**config.mk**
```make
export PLATFORM = sky130hd
export DESIGN_NAME = viewport_dead_zone_follow_core
export DESIGN_NICKNAME = d
export VERILOG_FILES = /design/src/vdzf_pkg.sv /design/src/viewport_dead_zone_follow_core.sv /design/src/vdzf_step.sv
export SDC_FILE = /design/constraint.sdc
export NUM_CORES = 2
export LEC_CHECK = 0
export BUFFER_PORTS_ARGS = -buffer_cell sky130_fd_sc_hd__clkbuf_2
export CAP_MARGIN = 10
export CORE_ASPECT_RATIO = 1.75
export CORE_MARGIN = 10
export CORE_UTILIZATION = 28
export DETAILED_ROUTE_END_ITERATION = 8
export HOLD_SLACK_MARGIN = 0.12
export PLACE_DENSITY_LB_ADDON = 0.1
export SYNTH_ARGS = -nofsm -noshare
export SYNTH_HDL_FRONTEND = slang
export SYNTH_SLANG_ARGS = --single-unit
```
**constraint.sdc**
```tcl
create_clock -name clk -period 13.6 [get_ports clk]
set_clock_uncertainty 0.1 [all_clocks]
set_input_delay 1.36 -clock clk [delete_from_list [all_inputs] [get_ports clk]]
set_output_delay 1.36 -clock clk [all_outputs]
set_load 0.02 [all_outputs]
```
**src/vdzf_pkg.sv**
```systemverilog
// ----------------------------------------------------------------------------
// vdzf_pkg: shared types and constants for the viewport dead-zone follow core
// Holds register codes, follow modes, config and camera state structs, and
// the corner limit shared by the update logic and the top level.
// ----------------------------------------------------------------------------
package vdzf_pkg;

  localparam int POS_W              = 15;  // map positions and corners
  localparam int VIEW_W             = 14;  // viewport size
  localparam int MODE_W             = 2;
  localparam int CALC_W             = 18;  // signed working width of the update math
  localparam int ZONE_X             = 128; // dead-zone margin, horizontal
  localparam int ZONE_Y             = 64;  // dead-zone margin, vertical
  localparam int DEFAULT_COORD_BITS = 16;
  localparam int REG_IDX_W          = 3;
  localparam int CFG_DATA_W         = 15;
  localparam int TDATA_W            = 32;

  typedef logic [POS_W-1:0]         pos_t;
  typedef logic [VIEW_W-1:0]        view_t;
  typedef logic [MODE_W-1:0]        mode_t;
  typedef logic [REG_IDX_W-1:0]     reg_idx_t;
  typedef logic signed [CALC_W-1:0] calc_t;

  // Follow modes
  localparam mode_t MODE_CENTER    = 2'd0;
  localparam mode_t MODE_ZONE      = 2'd1;
  localparam mode_t MODE_DIRECTION = 2'd2;

  // Register indexes
  localparam reg_idx_t REG_FOLLOW_MODE = 3'd0;
  localparam reg_idx_t REG_MAP_WIDTH   = 3'd1;
  localparam reg_idx_t REG_MAP_HEIGHT  = 3'd2;
  localparam reg_idx_t REG_VIEW_WIDTH  = 3'd3;
  localparam reg_idx_t REG_VIEW_HEIGHT = 3'd4;

  // Reset values of the registers
  localparam mode_t RST_FOLLOW_MODE = MODE_CENTER;
  localparam pos_t  RST_MAP_WIDTH   = 15'd32767;
  localparam pos_t  RST_MAP_HEIGHT  = 15'd32767;
  localparam view_t RST_VIEW_WIDTH  = 14'd1024;
  localparam view_t RST_VIEW_HEIGHT = 14'd768;

  typedef struct packed {
    mode_t follow_mode;
    pos_t  map_width;
    pos_t  map_height;
    view_t view_width;
    view_t view_height;
  } cfg_t;

  typedef struct packed {
    pos_t corner_left;
    pos_t corner_top;
    pos_t last_x;
    pos_t last_y;
    logic last_valid;
  } cam_state_t;

  // Largest corner value: min(32767, 2^coord_bits - 1). Also serves as the
  // mask applied to a stored last target.
  function automatic pos_t corner_max(input int coord_bits);
    pos_t m;
    if (coord_bits >= POS_W) begin
      m = '1;
    end else begin
      m = pos_t'((1 << coord_bits) - 1);
    end
    return m;
  endfunction

endpackage

```
**src/viewport_dead_zone_follow_core.sv**
```systemverilog
// ----------------------------------------------------------------------------
// viewport_dead_zone_follow_core: camera follow with center, dead-zone and
// direction-keeping modes
// Takes target positions and returns the updated viewport corner per target.
// ----------------------------------------------------------------------------
//
//  Channel   Direction  Handshake                   Payload
//  --------  ---------  --------------------------  ---------------------------
//  s_axis    in         s_axis_tvalid/tready        tdata: target_x, target_y
//  m_axis    out        m_axis_tvalid/tready        tdata: view_left, view_top;
//                                                   tuser: moved
//  cfg       in         cfg_valid/cfg_ready         cfg_index, cfg_data
//
//  One target per cycle sustained while m_axis is ready. A target is held in the
//  input register, the single update path then writes the result register and
//  the camera state together, so each result is registered and then held until
//  it is taken. Back-to-back targets see the state left by the one before them.
//  Reset (rst, synchronous) clears the corner, the last target and its valid
//  flag, and loads the register defaults. A stalled m_axis holds the result
//  and the input register; s_axis stalls only when both are full.
//  cfg_ready is always high; write registers only while the core is idle.
//
module viewport_dead_zone_follow_core
  import vdzf_pkg::*;
#(
  parameter int COORD_BITS = DEFAULT_COORD_BITS
) (
  input  logic                  clk,
  input  logic                  rst,

  input  logic                  s_axis_tvalid,
  output logic                  s_axis_tready,
  input  logic [TDATA_W-1:0]    s_axis_tdata,   // [14:0] target_x, [29:15] target_y, zero pad

  output logic                  m_axis_tvalid,
  input  logic                  m_axis_tready,
  output logic [TDATA_W-1:0]    m_axis_tdata,   // [14:0] view_left, [29:15] view_top, zero pad
  output logic                  m_axis_tuser,   // [0] moved

  input  logic                  cfg_valid,
  output logic                  cfg_ready,
  input  reg_idx_t              cfg_index,
  input  logic [CFG_DATA_W-1:0] cfg_data
);

  localparam pos_t CMAX = corner_max(COORD_BITS);

  // Configuration registers
  cfg_t cfg;

  // Input register
  logic in_valid;
  pos_t in_x;
  pos_t in_y;

  // Result register
  logic out_valid;
  pos_t out_left;
  pos_t out_top;
  logic out_moved;

  // Camera state
  cam_state_t state;
  cam_state_t state_next;
  pos_t       step_left;
  pos_t       step_top;
  logic       step_moved;
  logic       advance;

  // Move the held target into the result register when that register frees up
  assign advance       = in_valid && (!out_valid || m_axis_tready);
  assign s_axis_tready = !in_valid || advance;
  assign cfg_ready     = 1'b1;

  // --------------------------------------------------------------------------
  // Configuration writes; unknown indexes are dropped
  // --------------------------------------------------------------------------
  always_ff @(posedge clk) begin
    if (rst) begin
      cfg.follow_mode <= RST_FOLLOW_MODE;
      cfg.map_width   <= RST_MAP_WIDTH;
      cfg.map_height  <= RST_MAP_HEIGHT;
      cfg.view_width  <= RST_VIEW_WIDTH;
      cfg.view_height <= RST_VIEW_HEIGHT;
    end else if (cfg_valid && cfg_ready) begin
      case (cfg_index)
        REG_FOLLOW_MODE: cfg.follow_mode <= cfg_data[MODE_W-1:0];
        REG_MAP_WIDTH:   cfg.map_width   <= cfg_data[POS_W-1:0];
        REG_MAP_HEIGHT:  cfg.map_height  <= cfg_data[POS_W-1:0];
        REG_VIEW_WIDTH:  cfg.view_width  <= cfg_data[VIEW_W-1:0];
        REG_VIEW_HEIGHT: cfg.view_height <= cfg_data[VIEW_W-1:0];
        default: begin
        end
      endcase
    end
  end

  // --------------------------------------------------------------------------
  // Input register: hold a target until the update path can take it
  // --------------------------------------------------------------------------
  always_ff @(posedge clk) begin
    if (rst) begin
      in_valid <= 1'b0;
    end else if (s_axis_tvalid && s_axis_tready) begin
      in_valid <= 1'b1;
    end else if (advance) begin
      in_valid <= 1'b0;
    end
  end

  always_ff @(posedge clk) begin
    if (s_axis_tvalid && s_axis_tready) begin
      in_x <= s_axis_tdata[POS_W-1:0];
      in_y <= s_axis_tdata[2*POS_W-1:POS_W];
    end
  end

  // --------------------------------------------------------------------------
  // Update path
  // --------------------------------------------------------------------------
  vdzf_step #(
    .COORD_BITS(COORD_BITS)
  ) u_step (
    .cfg       (cfg),
    .target_x  (in_x),
    .target_y  (in_y),
    .st        (state),
    .st_next   (state_next),
    .view_left (step_left),
    .view_top  (step_top),
    .moved     (step_moved)
  );

  // Camera state advances together with the result register
  always_ff @(posedge clk) begin
    if (rst) begin
      state <= '0;
    end else if (advance) begin
      state <= state_next;
    end
  end

  // --------------------------------------------------------------------------
  // Result register
  // --------------------------------------------------------------------------
  always_ff @(posedge clk) begin
    if (rst) begin
      out_valid <= 1'b0;
    end else if (advance) begin
      out_valid <= 1'b1;
    end else if (m_axis_tready) begin
      out_valid <= 1'b0;
    end
  end

  always_ff @(posedge clk) begin
    if (advance) begin
      out_left  <= step_left;
      out_top   <= step_top;
      out_moved <= step_moved;
    end
  end

  assign m_axis_tvalid = out_valid;
  assign m_axis_tdata  = {{(TDATA_W - 2*POS_W){1'b0}}, out_top, out_left};
  assign m_axis_tuser  = out_moved;

  // --------------------------------------------------------------------------
  // Assertions
  // --------------------------------------------------------------------------

  // The result register always shows the corner the state just took on
  a_result_matches_state: assert property (@(posedge clk) disable iff (rst)
    advance |=> (out_left == state.corner_left) && (out_top == state.corner_top))
    else $error("result corner differs from stored corner");

  // moved is set exactly when the stored corner changed
  a_moved_flag: assert property (@(posedge clk) disable iff (rst)
    advance |=> (out_moved == ((state.corner_left != $past(state.corner_left)) ||
                               (state.corner_top != $past(state.corner_top)))))
    else $error("moved flag disagrees with corner change");

  // The corner only changes when a target passes through the update path
  a_state_holds: assert property (@(posedge clk) disable iff (rst)
    !advance |=> $stable(state))
    else $error("camera state changed without an update");

  // The corner never leaves its legal range
  a_corner_range: assert property (@(posedge clk) disable iff (rst)
    (state.corner_left <= CMAX) && (state.corner_top <= CMAX))
    else $error("corner out of range");

endmodule

```
**src/vdzf_step.sv**
```systemverilog
// ----------------------------------------------------------------------------
// vdzf_step: one camera update
// Computes the new viewport corner, the moved flag and the next camera state
// from one target position, the current state and the configuration.
// ----------------------------------------------------------------------------
module vdzf_step
  import vdzf_pkg::*;
#(
  parameter int COORD_BITS = DEFAULT_COORD_BITS
) (
  input  cfg_t       cfg,
  input  pos_t       target_x,
  input  pos_t       target_y,
  input  cam_state_t st,
  output cam_state_t st_next,
  output pos_t       view_left,
  output pos_t       view_top,
  output logic       moved
);

  localparam pos_t  CMAX   = corner_max(COORD_BITS);
  localparam calc_t CMAX_C = calc_t'(CMAX);

  function automatic pos_t limit(input calc_t v);
    pos_t r;
    if (v < 0) begin
      r = '0;
    end else if (v > CMAX_C) begin
      r = CMAX;
    end else begin
      r = pos_t'(v);
    end
    return r;
  endfunction

  function automatic pos_t clamp_edge(input calc_t v, input calc_t map, input calc_t view);
    calc_t n;
    n = v;
    if (v < 0) begin
      n = '0;
    end else if (v > map - view) begin
      n = map - view;
    end
    return limit(n);
  endfunction

  // Center on the target; a zero map size leaves that axis unbounded
  function automatic pos_t centre_axis(input calc_t t, input calc_t map, input calc_t view);
    calc_t half;
    calc_t c;
    half = view >>> 1;
    c    = t;
    if (map != 0) begin
      if (c + half > map) begin
        c = map - half;
      end
      if (c < half) begin
        c = half;
      end
    end
    return limit(c - half);
  endfunction

  // Move only when the target leaves the zone; a view below the margin gives a
  // negative inset, halved toward zero
  function automatic pos_t zone_axis(input calc_t t, input calc_t corner, input calc_t view,
                                     input calc_t margin, input calc_t map);
    calc_t d;
    calc_t ins;
    calc_t n;
    d   = view - margin;
    ins = (d + ((d < 0) ? calc_t'(1) : calc_t'(0))) >>> 1;
    n   = corner;
    if (t < corner + ins) begin
      n = t - ins;
    end else if (t > corner + view - ins) begin
      n = t + ins - view;
    end
    return clamp_edge(n, map, view);
  endfunction

  function automatic logic near_edge(input calc_t p, input calc_t half, input calc_t map);
    return (p < half) || (p > map - half);
  endfunction

  calc_t tx, ty, mw, mh, vw, vh, cl, ct;
  calc_t hw, hh, lx, ly, ix, iy;
  pos_t  mask_x, mask_y;
  pos_t  zone_l, zone_t, centre_l, centre_t, shift_l, shift_t;
  logic  near_hit, outside;
  pos_t  nl, nt;

  assign tx = calc_t'(target_x);
  assign ty = calc_t'(target_y);
  assign mw = calc_t'(cfg.map_width);
  assign mh = calc_t'(cfg.map_height);
  assign vw = calc_t'(cfg.view_width);
  assign vh = calc_t'(cfg.view_height);
  assign cl = calc_t'(st.corner_left);
  assign ct = calc_t'(st.corner_top);
  assign hw = vw >>> 1;
  assign hh = vh >>> 1;

  assign mask_x = target_x & CMAX;
  assign mask_y = target_y & CMAX;

  // On the first target the last target is taken equal to the current one
  assign lx = st.last_valid ? calc_t'(st.last_x) : calc_t'(mask_x);
  assign ly = st.last_valid ? calc_t'(st.last_y) : calc_t'(mask_y);

  assign centre_l = centre_axis(tx, mw, vw);
  assign centre_t = centre_axis(ty, mh, vh);
  assign zone_l   = zone_axis(tx, cl, vw, calc_t'(ZONE_X), mw);
  assign zone_t   = zone_axis(ty, ct, vh, calc_t'(ZONE_Y), mh);
  assign shift_l  = clamp_edge(cl + tx - lx, mw, vw);
  assign shift_t  = clamp_edge(ct + ty - ly, mh, vh);

  assign near_hit = near_edge(tx, hw, mw) || near_edge(ty, hh, mh) ||
                    near_edge(lx, hw, mw) || near_edge(ly, hh, mh);

  assign ix = hw - calc_t'(ZONE_X / 2);
  assign iy = hh - calc_t'(ZONE_Y / 2);
  assign outside = (tx < cl + ix) || (tx > cl + vw - ix) ||
                   (ty < ct + iy) || (ty > ct + vh - iy);

  always_comb begin
    nl      = st.corner_left;
    nt      = st.corner_top;
    st_next = st;
    case (cfg.follow_mode)
      MODE_CENTER: begin
        nl = centre_l;
        nt = centre_t;
      end
      MODE_ZONE: begin
        nl = zone_l;
        nt = zone_t;
      end
      MODE_DIRECTION: begin
        if (near_hit) begin
          nl = zone_l;
          nt = zone_t;
        end else if (outside) begin
          nl = shift_l;
          nt = shift_t;
        end
        st_next.last_x     = mask_x;
        st_next.last_y     = mask_y;
        st_next.last_valid = 1'b1;
      end
      default: begin
        // unused mode: hold everything
      end
    endcase
    st_next.corner_left = nl;
    st_next.corner_top  = nt;
  end

  assign view_left = nl;
  assign view_top  = nt;
  assign moved     = (nl != st.corner_left) || (nt != st.corner_top);

endmodule

```
# After elaboration in Yosys (flattened, before gate mapping)
# Index checks and enable logic that the tools add are counted.
[word_totals]
mem_bits_rw = 0
in_bits = 55
wordCells = 176
mem_count = 0
reg_bits = 184
latchBits = 0
romBits = 0
[op_classes]
n_mux = 46
shifts = 0
n_eq_ne = 8
n_div = 0
n_bitwise = 0
n_addsub = 34
reduce_logical = 29
mul = 0
order_cmp = 42
[op_table]
columns = ["op", "n"]
rows = [
  ["18-bit 2-to-1 mux", 20],
  ["15-bit 2-to-1 mux", 18],
  ["18-bit by 1-bit less-than comparator with 1-bit output, second input constant", 8],
  ["16-bit by 18-bit greater-than comparator with 1-bit output", 6],
  ["18-bit by 16-bit greater-than comparator with 1-bit output, second input constant", 6],
  ["15-bit case mux with 3 select lines", 2],
  ["16-bit by 17-bit adder with 18-bit output", 4],
  ["18-bit by 16-bit greater-than comparator with 1-bit output", 4],
  ["16-bit by 18-bit less-than comparator with 1-bit output", 4],
  ["18-bit by 14-bit less-than comparator with 1-bit output", 4],
  ["32-bit nonzero test", 2],
  ["16-bit by 18-bit adder with 18-bit output", 2],
  ["18-bit greater-than comparator", 2],
  ["16-bit by 17-bit subtractor with 18-bit output", 2],
  ["17-bit by 17-bit subtractor with 18-bit output", 2],
  ["18-bit by 14-bit subtractor with 18-bit output", 2],
  ["18-bit by 15-bit subtractor with 18-bit output", 2],
  ["18-bit subtractor", 2],
  ["17-bit by 16-bit greater-than comparator with 1-bit output", 2],
  ["17-bit by 1-bit less-than comparator with 1-bit output, second input constant", 2],
  ["16-bit by 15-bit subtractor with 17-bit output", 2],
  ["15-bit by 13-bit adder with 16-bit output", 2],
  ["15-bit by 14-bit adder with 16-bit output", 2],
  ["15-bit by 15-bit adder with 16-bit output", 2],
  ["23 further kinds", 55],
]

# Logic depth before layout (Yosys ltp)
[logic_depth]
ltp_word = 18
mapped_depth = 66
mapped_depth_nobuf = 63

# Modules after synthesis
# A second synthesis with hierarchy kept.
[unflattened]
cells_unflattened = 5213
hier_area_um2 = 39808.2
[modules_own_cells]
columns = ["module", "area_per_inst_um2", "cells_per_inst", "seq_area_each_um2", "instances"]
rows = [
  ["vdzf_step", 32942.8, 4625, 0.0, 1],
  ["viewport_dead_zone_follow_core", 6865.3, 588, 4294.1, 1],
]

# Least setup slack after synthesis
# Ideal clock, no wire load.
[synth_path]
path_type = "reg-to-reg"
from = "reg, netlist name cfg[16]"
to = "reg out_moved (netlist: m_axis_tuser), data pin"
path_slack_ns = 1.299
setup_time_ns = 0.272
path_stages_with_launch = 65
required_ns = 13.228
arrival_ns = 11.929
period_less_slack_ns = 12.301
cell_sequence = "dfxtp_1 -> inv_1 -> fa_1 -> o21ai_0 -> a21oi_1 -> nor2_1 -> nor2_1 -> o21bai_1 -> a21oi_1 -> o21ai_0 -> a21oi_1 -> nor2_1 -> nor2_1 -> o21bai_1 -> a21oi_1 -> nor2_1 -> o21ai_0 -> xnor2_1 -> [... 29 more ...] -> a21oi_1 -> ha_1 -> and3_1 -> a21oi_1 -> and4_1 -> o31ai_1 -> nand2_1 -> or4b_2 -> a2111oi_0 -> nand2_1 -> a21oi_1 -> nand4b_1 -> o2bb2ai_1 -> nor4_1 -> and4_1 -> nand4_1 -> or4_1 -> or4_1"
[synth_via]
elab_chain_len = 18
elab_cells_between_ends = 69
[synth_lines]
columns = ["item", "line", "rtl"]
rows = [
  ["14-bit by 8-bit subtractor with 15-bit output", "vdzf_step.sv:71", "d = view - margin;"],
  ["15-bit by 1-bit less-than comparator with 1-bit output", "vdzf_step.sv:72", "ins = (d + ((d < 0) ? calc_t'(1) : calc_t'(0))) >>> 1;"],
  ["1-bit 2-to-1 mux", "vdzf_step.sv:72", ""],
  ["15-bit by 2-bit adder with 16-bit output", "vdzf_step.sv:72", ""],
  ["16-bit by 17-bit adder with 18-bit output / 17-bit by 17-bit subtractor with 18-bit output (equally long branches)", "vdzf_step.sv:77, vdzf_step.sv:76", ""],
  ["18-bit by 15-bit subtractor with 18-bit output / 16-bit by 18-bit greater-than comparator with 1-bit output (equally long branches)", "vdzf_step.sv:77, vdzf_step.sv:76", ""],
  ["18-bit 2-to-1 mux", "vdzf_step.sv:76", "end else if (t > corner + view - ins) begin"],
  ["18-bit 2-to-1 mux", "vdzf_step.sv:74", "if (t < corner + ins) begin"],
  ["[... 3 more ...]", "--", ""],
  ["18-bit by 16-bit greater-than comparator with 1-bit output", "vdzf_step.sv:28", "end else if (v > CMAX_C) begin"],
  ["15-bit 2-to-1 mux", "vdzf_step.sv:28", ""],
  ["15-bit 2-to-1 mux", "vdzf_step.sv:26", "if (v < 0) begin"],
  ["15-bit 2-to-1 mux", "vdzf_step.sv:140", "if (near_hit) begin"],
  ["15-bit case mux with 3 select lines", "vdzf_step.sv:130", "case (cfg.follow_mode)"],
  ["15-bit != test", "vdzf_step.sv:161", "assign moved = (nl != st.corner_left) || (nt != st.corner_top);"],
  ["1-bit logical OR *", "vdzf_step.sv:161", ""],
  ["net step_moved", "viewport_dead_zone_follow_core.sv:67", "logic step_moved;"],
  ["end signal: assignment", "viewport_dead_zone_follow_core.sv:160", "out_moved <= step_moved;"],
  ["end: declaration", "viewport_dead_zone_follow_core.sv:60", "logic out_moved;"],
]
# The timed path passes the listed nets; every way through them passes the cells marked *. The select of a mux whose other input is x is not followed.
# A chain may end at the register's enable or synchronous reset.

# Final worst setup path
[layout_path]
from = "reg, netlist name cfg[23]"
to = "reg out_moved (netlist: m_axis_tuser), data pin"
[layout_via]
elab_chain_len = 18
elab_cells_between_ends = 69
[layout_lines]
columns = ["item", "line"]
rows = [
  ["14-bit by 8-bit subtractor with 15-bit output", "vdzf_step.sv:71"],
  ["15-bit by 1-bit less-than comparator with 1-bit output", "vdzf_step.sv:72"],
  ["1-bit 2-to-1 mux", "vdzf_step.sv:72"],
  ["15-bit by 2-bit adder with 16-bit output", "vdzf_step.sv:72"],
  ["16-bit by 17-bit adder with 18-bit output / 17-bit by 17-bit subtractor with 18-bit output (equally long branches)", "vdzf_step.sv:77, vdzf_step.sv:76"],
  ["18-bit by 15-bit subtractor with 18-bit output / 16-bit by 18-bit greater-than comparator with 1-bit output (equally long branches)", "vdzf_step.sv:77, vdzf_step.sv:76"],
  ["18-bit 2-to-1 mux", "vdzf_step.sv:76"],
  ["18-bit 2-to-1 mux", "vdzf_step.sv:74"],
  ["[... 3 more ...]", "--"],
  ["18-bit by 16-bit greater-than comparator with 1-bit output", "vdzf_step.sv:28"],
  ["15-bit 2-to-1 mux", "vdzf_step.sv:28"],
  ["15-bit 2-to-1 mux", "vdzf_step.sv:26"],
  ["15-bit 2-to-1 mux", "vdzf_step.sv:140"],
  ["15-bit case mux with 3 select lines", "vdzf_step.sv:130"],
  ["15-bit != test", "vdzf_step.sv:161"],
  ["1-bit logical OR *", "vdzf_step.sv:161"],
  ["net step_moved", "viewport_dead_zone_follow_core.sv:67"],
]
# Marks and branches as above.

==> impl_metrics.json <==
{
  "drt_wl_total_um": 212000,
  "yosysWarnings": 0,
  "drtAntennaViolNets": 0,
  "ir_drop_mv": 0.114,
  "post-place-ws_ns": 0.700,
  "grt_use_total_pct": 26.9,
  "critPathSlowestCell": "nor2_1",
  "critPathKind": "flip-flop to flip-flop",
  "grt_busiest_layer": "met2",
  "synth_cell_types": 99,
  "critPathLaunchType": "flip-flop",
  "fin_nets": 6135,
  "syn_area_per_cell_um2": 7.58,
  "design.die.area_um2": 155000,
  "total_power_mw": 4.44,
  "setup_viol": 0,
  "required_ns": 13.79,
  "synth_edf_count": 61,
  "mostFrequentLayoutCell": "ha_1",
  "ys.flop_type": "dfxtp_1",
  "async_flop_share_pct": 0,
  "grt.overflow.total": 0,
  "fp.dieH_um": 513,
  "final.setup.tns_ns": 0,
  "relSlewSlack_pct": 11.2,
  "yosysSeqAreaShare_pct": 11.1,
  "syn_inst": 5122,
  "grtUsageMet3_pct": 2.90,
  "drcViolationCount": 0,
  "cts_tree": "done",
  "rsz0062_at_grt": "no",
  "ff2ff_setup_slack_ns": 0.90,
  "critPathMaxFanout": 13,
  "dp_hpwl_um": 176000,
  "finalHoldViolCount": 0,
  "fin_util_pct": 31.4,
  "die_x_um": 301,
  "min_period_ns": 12.70,
  "core_area_um2": 138000,
  "grt_start_max_net_pins": 72,
  "slew_violations": 0,
  "clock-sinks": 184,
  "met1_usage_pct": 23.5,
  "max_freq_mhz": 78.8,
  "hold_path_class": "flip-flop to flip-flop",
  "h-tree-depth": 4,
  "worst_pin_slew_ns": 1.30,
  "grtUsageMet2_pct": 50.4,
  "grt_pass1_wl_um": 297000,
  "cp-startpoint": "cfg[23]",
  "start_util_pct": 28.2,
  "synth_area_um2": 38800,
  "outcome": "finished, final reports clean",
  "hold_ws_ns": 0.359,
  "finalCritPeriodShare_pct": 93.4,
  "r2r_start": "cfg[23]",
  "wl_per_cell_um": 29.8,
  "vias_per_cell": 5.67,
  "maxCapViolCount": 0,
  "crit_top_cell": "a21oi_1",
  "cts_hold_buf": 0,
  "leakage_nw": 19.5,
  "insertion_delay_ns": 0.58,
  "synth_seq_cells": 184,
  "antenna_found_initial": 3,
  "first_global_vias": 41100,
  "final_layout_size_suffix_gt1_share_pct": 7.98,
  "cpPeakStageDelay_ns": 0.83,
  "critPathArrivalTime_ns": 12.89,
  "drt_iter0_markers": 2287,
  "port_buffers": 85,
  "endpoint_kind": "flip-flop",
  "num_rows": 180,
  "cts-root-buf": "clkbuf_16",
  "cts_made_buffers": 17,
  "power_density_nw_per_um2": 103,
  "syn_to_final_growth_pct": 11.5,
  "final_cell_mix": "ha_1, a21oi_1, nand2_1, inv_1, nor2_1",
  "gp_congestion": 0.983,
  "ctsLongestPathBuffers": 2,
  "ios": 91,
  "min-delay-start": "state[12]",
  "clk_pin_slew_ns": 0.11,
  "fillers": 15100,
  "vias": 40400,
  "layout_setup_ws_ns": 0.904,
  "detail_route.first_pass.iterations": 6
}
-- metrics by stage --
| step | area (um2) | instances |
|---|---|---|
| final | 43300 | 7123 |
| after global routing | 43300 | 7123 |
| after CTS | 43200 | 7115 |
| after detailed placement | 42500 | 7083 |
| after global placement | 42500 | 7083 |
| after floorplan | 38800 | 5123 |
-- routing by layer --
| layer | up-vias | part of all wire [%] |
|---|---|---|
| li1 | 19100 | - |
| met1 | 19400 | 32 |
| met2 | 1216 | 52 |
| met3 | 637 | 3.1 |
| met4 | 0 | 13 |
| met5 | - | 0 |
-- worst max-delay path: cells and delay by family (launching register included) --
kind                     cells  cell delay [ns]
flip-flops                   1             0.39
buffers and inverters        1             0.25
adder cells (fa/ha/maj)      4             1.31
AO/OA/AOI/OAI               25             5.83
AND/OR/NAND/NOR             12             3.46
XOR/XNOR                     2             0.49
multiplexers                 2             0.55
-- area by class of cell --
type                            instances  area, um2  area share, %
Multi-Input combinational cell       4368      32500           75.1
Sequential cell                       184       4300           9.93
Tap cell                             1820       2280           5.26
Timing Repair Buffer                  289       1970           4.55
Inverter                              426       1610           3.72
Clock buffer                           17        425          0.983
Clock inverter                         15        206          0.477
Antenna cell                            4       10.0         0.0231
-- state kept, by name, summed over array words and instances, names as in the netlist --
| name | flops |
|---|---|
| state | 61 |
| in_y | 15 |
| out_left | 15 |
| m_axis_tuser | 1 |
| m_axis_tvalid | 1 |
| cfg | 60 |
| in_valid | 1 |
| out_top | 15 |
| in_x | 15 |
-- synthesized netlist by cell type, types with 37 or more instances --
master    instances  share of area [%]
mux2i_1          42                1.1
nand2_1         483                4.7
edfxtp_1         61                4.7
inv_1           419                4.1
o31ai_1          37               0.72
a211oi_1         73                1.4
a31oi_1          61               0.98
fa_1             80                4.1
clkbuf_1        132                1.3
xor2_1          117                2.6
o211ai_1         42               0.81
nor2b_1          68                1.1
ha_1            714                 23
a21o_1          183                3.5
dfxtp_1         123                6.3
o21a_1          105                2.0
nand2b_1         74                1.2
a21oi_1         487                6.3
nand4_1          69                1.1
a211o_1          64                1.4
xnor2_1         190                4.3
nand3_1          91                1.2
nor2_1          388                3.8
o21ai_0         295                3.8
o21bai_1         48               0.93
nor3_1          113                1.5
-- report_power, final --
part           total, mW  internal, mW  switching (mW)
clock              0.611         0.257           0.354
sequential         0.643         0.608          0.0349
combinational       3.19          1.15            2.04
total               4.44          2.02            2.43
-- worst paths after layout --
path | to | depth (start not counted)
max | m_axis_tuser | 46
min | state[12] | 2
max reg2reg | m_axis_tuser | 46
min reg2reg | state[12] | 2
-- timing repair --
item                       CTS  global route
setup buffers                0             2
resized for setup            0            12
setup endpoints to repair    0             1
-- cells by family (layout without fill, tap and decap cells) --
logic type | count (synthesis) | after routing | synth area share (%)
AO/OA/AOI/OAI | 1698 | 1698 | 29.0
AND/OR/NAND/NOR | 1502 | 1502 | 18.4
adder cells (fa/ha/maj) | 800 | 800 | 27.3
buffers and inverters | 571 | 747 | 5.60
XOR/XNOR | 311 | 311 | 7.14
flip-flops | 184 | 184 | 11.1
multiplexers | 54 | 54 | 1.43
other | 2 | 7 | 0.0193
Note: power is estimated with default switching activity, not from simulation.
